[src/ihc_pkg.sv]
// ----------------------------------------------------------------------------
// ihc_pkg
// Shared constants and types for the IPv4 header checker.
// ----------------------------------------------------------------------------
package ihc_pkg;

  // Header geometry
  localparam int unsigned HdrBytes = 20;
  localparam int unsigned PosW     = 5;

  // Byte positions of interest (wire order)
  localparam logic [PosW-1:0] PosTotLenLo = 5'd3;
  localparam logic [PosW-1:0] PosFragLo   = 5'd7;
  localparam logic [PosW-1:0] PosProto    = 5'd9;
  localparam logic [PosW-1:0] PosCsumLo   = 5'd11;
  localparam logic [PosW-1:0] PosSrcFirst = 5'd12;
  localparam logic [PosW-1:0] PosSrcLast  = 5'd15;
  localparam logic [PosW-1:0] PosLast     = 5'd19;
  localparam logic [PosW-1:0] PosDone     = 5'd20;

  // Checksum constants
  localparam int unsigned     SumW     = 20;
  localparam logic [15:0]     WordMask = 16'hFFFF;

  // Protocol numbers
  localparam logic [7:0] ProtoIcmp = 8'd1;
  localparam logic [7:0] ProtoTcp  = 8'd6;
  localparam logic [7:0] ProtoUdp  = 8'd17;

  // Verdict codes
  localparam logic [1:0] VerdictAccept   = 2'd0;
  localparam logic [1:0] VerdictBadCsum  = 2'd1;
  localparam logic [1:0] VerdictUnknown  = 2'd2;
  localparam logic [1:0] VerdictFragIcmp = 2'd3;

  // Protocol class codes
  localparam logic [1:0] ClassTcp   = 2'd0;
  localparam logic [1:0] ClassUdp   = 2'd1;
  localparam logic [1:0] ClassIcmp  = 2'd2;
  localparam logic [1:0] ClassOther = 2'd3;

  // Header summary handed from the parser to the verdict stage
  typedef struct packed {
    logic [SumW-1:0] word_sum;
    logic [15:0]     rx_csum;
    logic [15:0]     total_len;
    logic [15:0]     frag_word;
    logic [7:0]      proto;
    logic [31:0]     src_addr;
  } hdr_t;

endpackage

[src/ihc_intf.sv]
// ----------------------------------------------------------------------------
// ihc_intf
// Valid/ready channel interfaces for header bytes and verdicts.
// ----------------------------------------------------------------------------
interface ihc_in_if;
  logic       valid;
  logic       ready;
  logic [7:0] header_byte;
  logic       first_byte;

  modport source (output valid, output header_byte, output first_byte, input ready);
  modport sink   (input valid, input header_byte, input first_byte, output ready);
endinterface

interface ihc_out_if;
  logic        valid;
  logic        ready;
  logic [1:0]  verdict;
  logic [1:0]  protocol_class;
  logic [15:0] payload_length;
  logic [31:0] source_address;

  modport source (output valid, output verdict, output protocol_class,
                  output payload_length, output source_address, input ready);
  modport sink   (input valid, input verdict, input protocol_class,
                  input payload_length, input source_address, output ready);
endinterface

[src/ihc_parse.sv]
// ----------------------------------------------------------------------------
// ihc_parse
// Byte tracker: running word sum and field capture across one header.
// ----------------------------------------------------------------------------
module ihc_parse (
  input  logic          clk_i,
  input  logic          rst_ni,
  input  logic          adv_i,
  input  logic [7:0]    byte_i,
  input  logic          first_i,
  output logic          done_o,
  output ihc_pkg::hdr_t hdr_o
);

  logic [ihc_pkg::PosW-1:0] pos_q, pos_d, pos_base;
  logic [7:0]               hold_q, hold_d, hold_base;
  ihc_pkg::hdr_t            hdr_q, hdr_d, hdr_base;
  logic [15:0]              word;
  logic                     active;

  // Restart on a first-byte flag, otherwise continue from held state
  always_comb begin
    pos_base  = first_i ? '0 : pos_q;
    hold_base = first_i ? '0 : hold_q;
    hdr_base  = first_i ? '0 : hdr_q;
  end

  assign active = (pos_base < ihc_pkg::PosDone);
  assign word   = {hold_base, byte_i};

  // Update sum and captured fields for the current byte
  always_comb begin
    pos_d  = pos_base;
    hold_d = hold_base;
    hdr_d  = hdr_base;
    if (active) begin
      if (!pos_base[0]) begin
        hold_d = byte_i;
      end else begin
        if (pos_base == ihc_pkg::PosCsumLo) begin
          hdr_d.rx_csum = word;
        end else begin
          hdr_d.word_sum = hdr_base.word_sum + ihc_pkg::SumW'(word);
        end
        if (pos_base == ihc_pkg::PosTotLenLo) begin
          hdr_d.total_len = word;
        end else if (pos_base == ihc_pkg::PosFragLo) begin
          hdr_d.frag_word = word;
        end
      end
      if (pos_base == ihc_pkg::PosProto) begin
        hdr_d.proto = byte_i;
      end
      if (pos_base >= ihc_pkg::PosSrcFirst && pos_base <= ihc_pkg::PosSrcLast) begin
        hdr_d.src_addr = {hdr_base.src_addr[23:0], byte_i};
      end
      pos_d = pos_base + 1'b1;
    end
  end

  // Hold header state; advance on each transfer
  always_ff @(posedge clk_i or negedge rst_ni) begin
    if (!rst_ni) begin
      pos_q  <= '0;
      hold_q <= '0;
      hdr_q  <= '0;
    end else if (adv_i) begin
      pos_q  <= pos_d;
      hold_q <= hold_d;
      hdr_q  <= hdr_d;
    end
  end

  assign done_o = adv_i && (pos_base == ihc_pkg::PosLast);
  assign hdr_o  = hdr_d;

endmodule

[src/ihc_verdict.sv]
// ----------------------------------------------------------------------------
// ihc_verdict
// Checksum fold, protocol classification and the result register.
// ----------------------------------------------------------------------------
module ihc_verdict (
  input  logic          clk_i,
  input  logic          rst_ni,
  input  logic          load_i,
  input  ihc_pkg::hdr_t hdr_i,
  input  logic          pop_i,
  output logic          valid_o,
  output logic [1:0]    verdict_o,
  output logic [1:0]    class_o,
  output logic [15:0]   payload_o,
  output logic [31:0]   src_addr_o
);

  logic [16:0] fold1;
  logic [15:0] fold2;
  logic [15:0] csum_calc;
  logic [1:0]  cls;
  logic [1:0]  verdict;
  logic [15:0] payload;
  logic        valid_q;
  logic [1:0]  verdict_q, class_q;
  logic [15:0] payload_q;
  logic [31:0] src_q;

  // Fold the carry twice: the second fold can no longer overflow
  always_comb begin
    fold1     = {1'b0, hdr_i.word_sum[15:0]} + 17'(hdr_i.word_sum[ihc_pkg::SumW-1:16]);
    fold2     = fold1[15:0] + 16'(fold1[16]);
    csum_calc = ~fold2 & ihc_pkg::WordMask;
  end

  // Classify the protocol
  always_comb begin
    case (hdr_i.proto)
      ihc_pkg::ProtoTcp:  cls = ihc_pkg::ClassTcp;
      ihc_pkg::ProtoUdp:  cls = ihc_pkg::ClassUdp;
      ihc_pkg::ProtoIcmp: cls = ihc_pkg::ClassIcmp;
      default:            cls = ihc_pkg::ClassOther;
    endcase
  end

  // Pick the verdict; a checksum mismatch wins
  always_comb begin
    if (csum_calc != hdr_i.rx_csum) begin
      verdict = ihc_pkg::VerdictBadCsum;
    end else if (cls == ihc_pkg::ClassOther) begin
      verdict = ihc_pkg::VerdictUnknown;
    end else if (cls == ihc_pkg::ClassIcmp && hdr_i.frag_word != '0) begin
      verdict = ihc_pkg::VerdictFragIcmp;
    end else begin
      verdict = ihc_pkg::VerdictAccept;
    end
  end

  // Payload length saturates at zero
  assign payload = (hdr_i.total_len > 16'(ihc_pkg::HdrBytes))
                 ? hdr_i.total_len - 16'(ihc_pkg::HdrBytes) : '0;

  // Result valid: set on load, drop on transfer
  always_ff @(posedge clk_i or negedge rst_ni) begin
    if (!rst_ni) begin
      valid_q <= 1'b0;
    end else if (load_i) begin
      valid_q <= 1'b1;
    end else if (pop_i) begin
      valid_q <= 1'b0;
    end
  end

  // Result payload
  always_ff @(posedge clk_i) begin
    if (load_i) begin
      verdict_q <= verdict;
      class_q   <= cls;
      payload_q <= payload;
      src_q     <= hdr_i.src_addr;
    end
  end

  assign valid_o    = valid_q;
  assign verdict_o  = verdict_q;
  assign class_o    = class_q;
  assign payload_o  = payload_q;
  assign src_addr_o = src_q;

endmodule

[src/ipv4_header_checker_top.sv]
// ----------------------------------------------------------------------------
// ipv4_header_checker_top
// Streaming IPv4 header checksum check and protocol classification.
// ----------------------------------------------------------------------------
// Takes one header byte per transfer, one byte per cycle sustained. Each byte
// lands in an input register, then updates the running ones-complement sum and
// the captured fields. When the twentieth byte of a header leaves the input
// register, it loads the verdict into the result register, which offers it.
// Byte input stalls whenever a verdict waits on the output without a transfer,
// at any byte position, and resumes in the cycle the verdict is taken. No reset
// sweep is needed.
// ----------------------------------------------------------------------------
module ipv4_header_checker_top (
  input  logic            clk_i,
  input  logic            rst_ni,
  ihc_in_if.sink          hdr_i,
  ihc_out_if.source       res_o
);

  logic          in_vld_q;
  logic [7:0]    in_byte_q;
  logic          in_first_q;
  logic          adv;
  logic          done;
  logic          res_vld;
  logic          res_pop;
  ihc_pkg::hdr_t hdr;

  // Advance the held byte unless a waiting verdict blocks it
  assign res_pop     = res_vld && res_o.ready;
  assign adv         = in_vld_q && (!res_vld || res_o.ready);
  assign hdr_i.ready = !in_vld_q || adv;

  // Input register
  always_ff @(posedge clk_i or negedge rst_ni) begin
    if (!rst_ni) begin
      in_vld_q <= 1'b0;
    end else if (hdr_i.ready) begin
      in_vld_q <= hdr_i.valid;
    end
  end

  always_ff @(posedge clk_i) begin
    if (hdr_i.ready && hdr_i.valid) begin
      in_byte_q  <= hdr_i.header_byte;
      in_first_q <= hdr_i.first_byte;
    end
  end

  ihc_parse u_parse (
    .clk_i   (clk_i),
    .rst_ni  (rst_ni),
    .adv_i   (adv),
    .byte_i  (in_byte_q),
    .first_i (in_first_q),
    .done_o  (done),
    .hdr_o   (hdr)
  );

  ihc_verdict u_verdict (
    .clk_i      (clk_i),
    .rst_ni     (rst_ni),
    .load_i     (done),
    .hdr_i      (hdr),
    .pop_i      (res_pop),
    .valid_o    (res_vld),
    .verdict_o  (res_o.verdict),
    .class_o    (res_o.protocol_class),
    .payload_o  (res_o.payload_length),
    .src_addr_o (res_o.source_address)
  );

  assign res_o.valid = res_vld;

endmodule

[src/flat_wrapper.sv]
// flat-port wrapper written by rule: the top's interface ports become plain ports
module ipv4_header_checker_top_flat 
  (clk_i, rst_ni, hdr_i_valid, hdr_i_header_byte, hdr_i_first_byte, hdr_i_ready, res_o_valid, res_o_verdict, res_o_protocol_class, res_o_payload_length, res_o_source_address, res_o_ready);
  ihc_in_if hdr_i_i ();
  ihc_out_if res_o_i ();
  input  logic clk_i;
  input  logic rst_ni;
  input wire logic [$bits(hdr_i_i.valid)-1:0] hdr_i_valid;
  input wire logic [$bits(hdr_i_i.header_byte)-1:0] hdr_i_header_byte;
  input wire logic [$bits(hdr_i_i.first_byte)-1:0] hdr_i_first_byte;
  output wire logic [$bits(hdr_i_i.ready)-1:0] hdr_i_ready;
  output wire logic [$bits(res_o_i.valid)-1:0] res_o_valid;
  output wire logic [$bits(res_o_i.verdict)-1:0] res_o_verdict;
  output wire logic [$bits(res_o_i.protocol_class)-1:0] res_o_protocol_class;
  output wire logic [$bits(res_o_i.payload_length)-1:0] res_o_payload_length;
  output wire logic [$bits(res_o_i.source_address)-1:0] res_o_source_address;
  input wire logic [$bits(res_o_i.ready)-1:0] res_o_ready;
  assign hdr_i_i.valid = hdr_i_valid;
  assign hdr_i_i.header_byte = hdr_i_header_byte;
  assign hdr_i_i.first_byte = hdr_i_first_byte;
  assign hdr_i_ready = hdr_i_i.ready;
  assign res_o_valid = res_o_i.valid;
  assign res_o_verdict = res_o_i.verdict;
  assign res_o_protocol_class = res_o_i.protocol_class;
  assign res_o_payload_length = res_o_i.payload_length;
  assign res_o_source_address = res_o_i.source_address;
  assign res_o_i.ready = res_o_ready;
  ipv4_header_checker_top u_core (.clk_i(clk_i), .rst_ni(rst_ni), .hdr_i(hdr_i_i), .res_o(res_o_i));
endmodule
[config.mk]
export PLATFORM = sky130hd
export DESIGN_NAME = ipv4_header_checker_top_flat
export DESIGN_NICKNAME = d
export VERILOG_FILES = /design/src/ihc_pkg.sv /design/src/ihc_intf.sv /design/src/ihc_parse.sv /design/src/ihc_verdict.sv /design/src/ipv4_header_checker_top.sv /design/src/flat_wrapper.sv
export SDC_FILE = /design/constraint.sdc
export NUM_CORES = 1
export LEC_CHECK = 0
export BUFFER_PORTS_ARGS = -buffer_cell sky130_fd_sc_hd__buf_2
export CAP_MARGIN = 40
export CORE_MARGIN = 2
export CORE_UTILIZATION = 32
export CTS_CLUSTER_DIAMETER = 100
export DETAILED_ROUTE_END_ITERATION = 12
export GPL_ROUTABILITY_DRIVEN = 0
export HOLD_SLACK_MARGIN = 0.12
export MAX_ROUTING_LAYER = met4
export PLACE_DENSITY = 0.51
export RECOVER_POWER = 50
export SYNTH_ARGS = -nofsm -noshare
export SYNTH_HDL_FRONTEND = slang
export SYNTH_SLANG_ARGS = --single-unit
[constraint.sdc]
create_clock -name clk_i -period 7 [get_ports clk_i]
set_input_delay 0.7 -clock clk_i [delete_from_list [all_inputs] [get_ports clk_i]]
set_output_delay 0.7 -clock clk_i [all_outputs]
set_load 0.1 [all_outputs]
==> results.txt, run 1 <==
----------------------------------------------------
[Outcome]
  Outcome ... complete, but fails checks
  Violated checks ... capacitance limit, slew limit

[Critical path]
  Data arrival, critical path ... 6.77 ns
  Startpoint type of the worst setup path ... flop
  Setup CP Type ... flop to flop
  Number of stages on the worst setup path ... 24
  Launching point of the worst reg2reg path ... u_core.in_first_q
  Dominant cell type by count on the critical path ... sky130_fd_sc_hd__a21o_1
  Worst reg2reg path endpoint ... u_core.u_verdict.verdict_o[0]
  CP max-delay cell ... sky130_fd_sc_hd__edfxtp_1
  Crit path from ... u_core.in_first_q
  FF-to-FF path depth ... 24
  CP delay by family, top ... compound AO/OA/AOI/OAI gates
  Worst path required time ... 7.17 ns
  Setup slack on the worst flop-to-flop path ... 0.40 ns
  CP max stage delay ... 0.54 ns
  Capture point of the worst path ... u_core.u_verdict.verdict_o[0]
  Ordered cell list for the critical path ... buf_4 > nor2b_1 > ha_1 > a21o_1 > maj3_1 > o31a_4 > a21oi_1 > o221ai_1 > a31oi_1 > nor2_1 > mux2i_2 > ha_1 > a21o_1 > a21oi_1 > nor2b_1 > or2_2 > o21a_1 > or4_1 > a21o_1 > a21oi_4 > nand2_1 > or4_1 > a311oi_2 > o2111ai_1
  Critical path fanouts, max ... 8
  Crit path buf inv count ... 1
  Kind of end point of the critical path ... flop

[Logic synthesis]
  Adder-cell share of the synthesized area ... 2.862%
  Top_reg_cell synth ... sky130_fd_sc_hd__dfrtp_1
  Area fraction of the dominant cell type after synthesis ... 28.17%
  Simple-gate portion of the synthesized area ... roughly 23%
  Asr flop ratio synth ... 66.85%
  Mapped Area ... 10930 sq um
  Xor/xnor cell area share of the yosys netlist ... 4.294%
  Cell types with the largest area share after synthesis ... sky130_fd_sc_hd__dfrtp_1 28%, sky130_fd_sc_hd__edfxtp_1 17%, sky130_fd_sc_hd__nand2_1 9.1%, sky130_fd_sc_hd__mux2i_1 4.3%, sky130_fd_sc_hd__o21ai_0 3.4%
  Net count after synthesis ... 1235
  Part of the Yosys area used for sequential elements ... 44.93%
  Post-Synthesis Mean Instance Area ... 9.114 sq um
  Compound-gate portion of the synthesized area ... 17.07%
  Syn. warnings ... 0
  Number of distinct standard cells referenced by the synthesized netlist ... 92
  Number of synthesized flops with an enable pin ... 61
  Count of mapped cells out of synthesis ... 1199
  Cell taking the most area after synthesis ... sky130_fd_sc_hd__dfrtp_1
  Yosys reg bits ... approximately 180
  Mux contribution to synthesized area ... 4.717%
  Main combinational cell family by area after synthesis ... simple AND/OR/NAND/NOR gates

[STA]
  Post-route fraction of the period consumed by the critical path ... around 94%
  Final Critical Period ... between 6 and 7 ns
  Setup TNS after final layout ... 0 ns
  Setup repair after global routing missed its margin ... false
  Total count of max-transition violations in the final report ... 108
  Transition time of the tightest slew-check pin ... 3.519 ns
  Final Hold Violating Endpoints ... 0
  Final worst clock skew ... 0.01551 ns
  Remaining max-slew budget at the tightest pin ... -134.6%
  Number of setup violations in the final report ... 0
  Fmax ... approximately 0.15 GHz

[Clock network]
  CTS Buffer Depth ... 2
  H-tree depth ... 4
  CTS tree ... built
  Root buffer cell ... sky130_fd_sc_hd__clkbuf_16
  Clock net sink count ... 184
  Clock transition time at the flip-flop clock pins of the worst setup and hold paths ... 0.08 ns
  Later-pin clock latency in the skew report ... 0.45 ns
  Total CTS buffers ... 17

[Global route]
  Pin count of the biggest net entering global routing ... 72
  Via count of the first global-routing pass ... 8542
  Overall Global Routing Usage ... 18.43%
  Wire length of the first global-routing pass ... 49940 microns
  Overflow left after global routing ... 0
  Number of antenna violations at the first check in global routing ... 0

[Power and ir drop]
  Power, Total ... 2.813 mW
  Pwr dens ... around 230 nW/um^2
  IR drop worst, VDD ... 0.1755 mV
  Pleak ... just over 5 nW

[Detailed routing]
  Via count ... 8989
  Detailed-route wire length per cell ... about 18 microns
  Number of nets with antenna violations after routing ... 0
  Count of TritonRoute iterations in the first routing pass ... 5
  Vias per cell ... 5.235
  Remaining design rule violation count ... 0
  Number of DRC markers after the initial detailed-route iteration ... roughly 710
  Final WL ... 31220 microns

[Final layout]
  Final-stage net count ... 1292
  Inserted Diodes ... 0
  Layout cell share with drive strength beyond 1 ... 10.72%
  Non-filler cells in the finished layout ... ~1700
  Number of fill cells in the layout ... 3414
  P&R area growth vs syn ... 13.78%
  Core occupancy in the finished layout ... 36.99%
  Final Instance Area ... between 10000 and 15000 sq um

[Place]
  Detail Placement HPWL ... 21220 microns
  Area post-placement ... 11900 sq um
  Cell count after placement ... 1679
  Number of buffers inserted by port buffering ... 66

[Worst hold path]
  Min-Delay Path Class ... primary input to flop

[Floorplan]
  Core Footprint ... 33620 sq um
  Chip Height ... 188.8 microns
  Number of rows created at floorplan ... 67
  Area of the die ... 35640 sq um
  Ports ... 67
  Initial cell density of the core ... between 30% and 40%
  Horizontal die dimension ... 188.8 microns

[Run]
  Max-cap violations ... 2

----------------------------------------------------
power breakdown:
| part | total (mW) | internal, mW | switching (mW) |
|---|---|---|---|
| clock | 0.974 | 0.481 | 0.494 |
| combinational | 0.601 | 0.211 | 0.390 |
| sequential | 1.24 | 1.16 | 0.0734 |
| total | 2.81 | 1.86 | 0.957 |
cells in the mapped netlist (4+ instances only):
cell type,n
sky130_fd_sc_hd__o31ai_1,5
sky130_fd_sc_hd__mux2_2,4
sky130_fd_sc_hd__xnor2_1,35
sky130_fd_sc_hd__a21oi_1,52
sky130_fd_sc_hd__buf_2,4
sky130_fd_sc_hd__xor2_1,16
sky130_fd_sc_hd__nor2b_1,31
sky130_fd_sc_hd__a22oi_1,13
sky130_fd_sc_hd__clkbuf_1,56
sky130_fd_sc_hd__ha_1,21
sky130_fd_sc_hd__a21boi_0,8
sky130_fd_sc_hd__o21ai_0,74
sky130_fd_sc_hd__or2_2,8
sky130_fd_sc_hd__nor3_1,19
sky130_fd_sc_hd__and3_1,28
sky130_fd_sc_hd__a31oi_1,11
sky130_fd_sc_hd__or3_1,8
sky130_fd_sc_hd__o211ai_1,6
sky130_fd_sc_hd__o211a_1,4
sky130_fd_sc_hd__or4_1,4
sky130_fd_sc_hd__a22o_1,16
sky130_fd_sc_hd__edfxtp_1,61
sky130_fd_sc_hd__a32o_1,4
sky130_fd_sc_hd__nor3b_1,7
sky130_fd_sc_hd__buf_4,4
sky130_fd_sc_hd__nand2b_1,9
sky130_fd_sc_hd__nand2_1,264
sky130_fd_sc_hd__nor4_1,16
sky130_fd_sc_hd__mux2i_1,47
sky130_fd_sc_hd__a211oi_1,6
sky130_fd_sc_hd__o22ai_1,4
sky130_fd_sc_hd__nor2_1,93
sky130_fd_sc_hd__buf_1,9
sky130_fd_sc_hd__nand3_1,15
sky130_fd_sc_hd__o2111ai_1,4
sky130_fd_sc_hd__o21a_1,5
sky130_fd_sc_hd__inv_1,10
sky130_fd_sc_hd__a21o_1,11
sky130_fd_sc_hd__dfrtp_1,123
sky130_fd_sc_hd__nand4_1,7
sequential cells by signal (all words and copies together), names as in the netlist:
signal,count
u_core.u_parse.hdr_q,108
u_core.u_verdict.src_addr_o,32
u_core.u_verdict.payload_o,16
u_core.in_byte_q,8
u_core.u_parse.hold_q,8
u_core.u_parse.pos_q,5
u_core.u_verdict.class_o,2
u_core.u_verdict.verdict_o,2
u_core.in_first_q,1
u_core.in_vld_q,1
u_core.u_verdict.valid_o,1
stage by stage:
step           hold slack, ns  worst slack (ns)
2_1_floorplan          0.4044           0.07865
3_5_place_dp           0.4546            0.2961
6_report               0.4179            0.4007
3_3_place_gp           0.4504            0.4526
4_1_cts                0.4025            0.2447
5_1_grt                0.4079           0.01055
what timing repair did:
action                                  4_1_cts  5_1_grt
resized for setup                             0        8
hold endpoints to repair                      4        0
hold buffers                                  1        0
endpoints found under the setup margin        0        2
buffers inserted                              0        5
layout by cell type (no fill, tap or decap), drive strengths merged, types with 5 or more instances in the layout:
master,n
o21ai,76
o211a,5
a21oi,53
nand4,7
xor2,16
a22o,16
or2,10
or3,8
o211ai,7
ha,21
inv,19
o31ai,5
o22ai,5
a21o,12
buf,54
a21boi,8
mux2i,47
nor4,19
nor3b,7
a211oi,7
nand2b,9
o21a,5
xnor2,35
o31a,5
a22oi,13
nor2,93
nor3,20
dfrtp,123
nor2b,31
clkinv,7
nand3,15
nand2,266
clkbuf,78
a31oi,11
and3,28
edfxtp,61
layout make-up:
class	instances	area, sq um	area share [%]
Sequential cell	184	4910	39.48
Multi-Input combinational cell	926	5714	45.96
Clock buffer	18	429.2	3.451
Inverter	12	45.04	0.3622
Timing Repair Buffer	115	616.8	4.961
Tap cell	448	560.5	4.508
Clock inverter	14	158.9	1.278
worst min-delay path by stage:
stage | startpoint | end | slack [ns] | cells past startpoint
final | hdr_i_header_byte[3] | u_core.in_byte_q[3] | 0.42 | 1
after global routing | hdr_i_header_byte[7] | u_core.in_byte_q[7] | 0.41 | 1
after CTS | hdr_i_header_byte[3] | u_core.in_byte_q[3] | 0.40 | 1
after detailed placement | u_core.u_parse.hdr_q[102] | u_core.u_parse.hdr_q[102] | 0.45 | 2
after global placement | u_core.u_parse.hdr_q[107] | u_core.u_parse.hdr_q[107] | 0.45 | 2
after floorplan | rst_ni | u_core.in_vld_q | 0.40 | 0
layer usage:
| layer | track usage, % | up-vias | share of wire, % |
|---|---|---|---|
| met5 | - | - | 0 |
| met4 | 4.627 | 0 | 1.6 |
| met3 | 2.645 | 35 | 3.7 |
| met2 | 27.64 | 204 | 45 |
| met1 | 26.15 | 4379 | 49 |
| li1 | - | 4371 | - |
logic make-up (layout without fill, tap and decap cells):
group,after synthesis,in the layout
flops,184,184
fa+ha+maj,24,24
xor+xnor,52,52
mux,51,51
compound gates,265,265
simple gates,534,534
buf+inv,89,159
No activity file was read; power rests on OpenSTA's default activity.
==> run 2: changes to the inputs <==
CORE_MARGIN = 4   (was 2)
REMOVE_ABC_BUFFERS = 1   (was default)
==> run 2 against run 1 <==
  * The flow still finishes with violations (capacitance limit, slew limit)
  * Via count decreased by 0.20%
  * Routed wire length decreased by 2.1%
  * Power increased by 0.60%
  * Global-route usage decreased by 1.3 points
  * Critical path type unchanged
  * Largest cell class unchanged
==> results.txt, run 2 (synthesis gave the netlist of run 1 again) <==
----------------------------------------------------
[Final layout]
  Largest register FFs ... 108 (unchanged)
  P&R area growth vs syn ... 13.74% (was 13.78%)
  Sequential cell area in the final layout ... 4910 sq um (unchanged)
  Leading cell type in the layout, fill and taps excluded ... sky130_fd_sc_hd__nand2_1 (unchanged)
  Leading cell types in the layout, fill and taps excluded ... 264 x sky130_fd_sc_hd__nand2_1, 123 x sky130_fd_sc_hd__dfrtp_1, 92 x sky130_fd_sc_hd__nor2_1, 73 x sky130_fd_sc_hd__o21ai_0, 62 x sky130_fd_sc_hd__clkbuf_1 (was 264 x sky130_fd_sc_hd__nand2_1, 123 x sky130_fd_sc_hd__dfrtp_1, 93 x sky130_fd_sc_hd__nor2_1, 72 x sky130_fd_sc_hd__o21ai_0, 61 x sky130_fd_sc_hd__edfxtp_1)
  Layout cell share with drive strength beyond 1 ... 10.27% (was 10.72%)
  Final Instance Area ... 12430 sq um (about the same)
  Final-stage net count ... 1289 (was 1292)
  Reg with most FFs ... u_core.u_parse.hdr_q (unchanged)
  Non-filler cells in the finished layout ... 1714 (was 1717)
  Inserted Diodes ... 0 (unchanged)
  Core occupancy in the finished layout ... 36.97% (was 36.99%)
  Multi-input combinational cell area ... 5687 sq um (was 5714 sq um)
  Number of fill cells in the layout ... 3396 (was 3414)

[Clock network]
  Later-pin clock latency in the skew report ... 0.44 ns (was 0.45 ns)
  CTS tree ... built (unchanged)
  Clock transition time at the flip-flop clock pins of the worst setup and hold paths ... 0.08 ns (about the same)
  Clock net sink count ... 184 (unchanged)
  Total of hold buffers inserted after clock tree synthesis ... 0 (was 1)
  H-tree depth ... 4 (unchanged)
  Total CTS buffers ... 17 (unchanged)
  Root buffer cell ... sky130_fd_sc_hd__clkbuf_16 (unchanged)
  CTS Buffer Depth ... 2 (unchanged)

[STA]
  Transition time of the tightest slew-check pin ... 2.842 ns (was 3.519 ns)
  Number of setup violations in the final report ... 0 (unchanged)
  Setup repair after global routing missed its margin ... false (unchanged)
  Total count of max-transition violations in the final report ... 246 (was 108)
  Setup TNS after final layout ... 0 ns (unchanged)
  Final Critical Period ... 6.607 ns (was 6.599 ns)
  Tightest hold margin ... 0.4459 ns (was 0.4179 ns)
  Fmax ... 0.1514 GHz (was 0.1515 GHz)
  Post-route fraction of the period consumed by the critical path ... 94.39% (was 94.28%)
  Remaining max-slew budget at the tightest pin ... -89.44% (was -134.6%)
  Final Hold Violating Endpoints ... 0 (unchanged)
  Final worst clock skew ... 0.009657 ns (was 0.01551 ns)

[Critical path]
  CP max stage delay ... 0.55 ns (was 0.54 ns)
  Startpoint type of the worst setup path ... flop (unchanged)
  Critical path fanouts, max ... 8 (unchanged)
  FF-to-FF path depth ... 23 (was 24)
  Setup CP Type ... flop to flop (unchanged)
  CP delay by family, top ... compound AO/OA/AOI/OAI gates (unchanged)
  CP max-delay cell ... sky130_fd_sc_hd__a2111o_1 (was sky130_fd_sc_hd__edfxtp_1)
  Setup slack on the worst flop-to-flop path ... 0.39 ns (was 0.40 ns)
  Worst path required time ... 7.16 ns (was 7.17 ns)
  Data arrival, critical path ... 6.77 ns (about the same)
  Launching point of the worst reg2reg path ... u_core.in_first_q (unchanged)
  Crit path buf inv count ... 0 (was 1)
  Ordered cell list for the critical path ... nor2b_1 > ha_1 > a21o_1 > maj3_1 > o31a_4 > a21oi_1 > o221ai_1 > a31oi_1 > nor2_1 > mux2i_1 > ha_1 > a21o_1 > a21oi_1 > nor2b_1 > or2_2 > o22ai_1 > o21ai_0 > a2111o_1 > nor2_1 > nand2_1 > o32a_1 > a22oi_1 > o2111ai_1 (was buf_4 > nor2b_1 > ha_1 > a21o_1 > maj3_1 > o31a_4 > a21oi_1 > o221ai_1 > a31oi_1 > nor2_1 > mux2i_2 > ha_1 > a21o_1 > a21oi_1 > nor2b_1 > or2_2 > o21a_1 > or4_1 > a21o_1 > a21oi_4 > nand2_1 > or4_1 > a311oi_2 > o2111ai_1)
  Worst reg2reg path endpoint ... u_core.u_verdict.verdict_o[0] (unchanged)
  Kind of end point of the critical path ... flop (unchanged)

[Global route]
  Number of antenna violations at the first check in global routing ... 0 (unchanged)
  Wire length of the first global-routing pass ... 48720 microns (was 49940 microns)
  Overall Global Routing Usage ... 17.12% (was 18.43%)
  Overflow left after global routing ... 0 (unchanged)
  Via count of the first global-routing pass ... 8528 (was 8542)
  Pin count of the biggest net entering global routing ... 71 (was 72)

[Floorplan]
  Area of the die ... 37170 sq um (was 35640 sq um)
  Initial cell density of the core ... 32.51% (unchanged)
  Chip Height ... 192.8 microns (was 188.8 microns)
  Ports ... 67 (unchanged)
  Number of rows created at floorplan ... 67 (unchanged)
  Core Footprint ... 33620 sq um (unchanged)
  Horizontal die dimension ... 192.8 microns (was 188.8 microns)

[Power and ir drop]
  IR drop worst, VDD ... 0.1482 mV (was 0.1755 mV)
  Pleak ... 5.031 nW (was 5.046 nW)
  Pwr dens ... 227.7 nW/um^2 (was 226.2 nW/um^2)

[Detailed routing]
  Count of TritonRoute iterations in the first routing pass ... 5 (unchanged)
  Number of nets with antenna violations after routing ... 0 (unchanged)
  Remaining design rule violation count ... 0 (unchanged)
  Detailed-route wire length per cell ... 17.83 microns (was 18.18 microns)
  Number of DRC markers after the initial detailed-route iteration ... 816 (was 713)
  Final WL ... 30560 microns (was 31220 microns)
  Vias per cell ... 5.234 (was 5.235)
  Via count ... 8971 (was 8989)

[Place]
  Area post-placement ... 11910 sq um (was 11900 sq um)
  Cell count after placement ... 1680 (was 1679)
  Detail Placement HPWL ... 21250 microns (was 21220 microns)
  Number of buffers inserted by port buffering ... 66 (unchanged)

[Worst hold path]
  Min-Delay Path Class ... primary input to flop (unchanged)
  Cell depth of the worst hold path ... 1 (unchanged)
  Terminating pin of the worst hold path ... u_core.in_byte_q[5] (was u_core.in_byte_q[3])
  Worst hold path startpoint ... hdr_i_header_byte[5] (was hdr_i_header_byte[3])

[Outcome]
  Outcome ... complete, but fails checks (unchanged)
  Violated checks ... capacitance limit, slew limit (unchanged)

[Run]
  Max-cap violations ... 4 (was 2)

----------------------------------------------------
## run 2: changes by cell type in the layout (fill, tap and decap cells not counted), sizes merged
cell,before,now
clkbuf,78,80
dlygate4sd3,1,0
buf,54,49
inv,19,20
## run 2: how the worst max path moves through the flow
stage                                 start                            end  slack (ns)  cells after the start
after global placement    u_core.in_first_q  u_core.u_verdict.verdict_o[0]        0.29                     29
final                     u_core.in_first_q  u_core.u_verdict.verdict_o[0]        0.39                     23
after floorplan           u_core.in_first_q  u_core.u_verdict.verdict_o[0]       -0.95                     27
after CTS                 u_core.in_first_q  u_core.u_verdict.verdict_o[0]        0.08                     29
after detailed placement  u_core.in_first_q  u_core.u_verdict.verdict_o[0]        0.15                     30
after global routing      u_core.in_first_q  u_core.u_verdict.verdict_o[0]        0.01                     30
## run 2: metal layers
metal  track usage [%]  wire length, microns
met3             2.352                  1302
met2             25.61                 13450
met1             24.44                 15200
met5                 -                     0
met4             4.635                   598
## run 2: area by class of cell
class	count	share of cell area, %
multi-input combinational	926	45.75
tap	448	4.510
inverter	12	0.3624
sequential	184	39.50
timing repair buffer	112	4.922
clock inverter	15	1.530
clock buffer	17	3.423
## run 2: metrics by stage
step,power [mW],setup WS (ns)
2_1_floorplan,1.638,-0.9526
3_3_place_gp,1.845,0.2877
3_5_place_dp,1.851,0.1522
4_1_cts,2.862,0.08439
5_1_grt,2.981,0.009782
6_report,2.830,0.3929
## run 2: where the power goes
group          internal [mW]  leakage (nW)  switching [mW]
clock                  0.492         0.300           0.507
sequential              1.16          2.18          0.0641
combinational          0.214          2.55           0.389
total                   1.87          5.03           0.960
## run 2: timing repair
item | 4_1_cts | 5_1_grt
buffers inserted | 0 | 2
endpoints found under the setup margin | 0 | 2
resized for setup | 0 | 7
endpoints found under the hold margin | 0 | 0
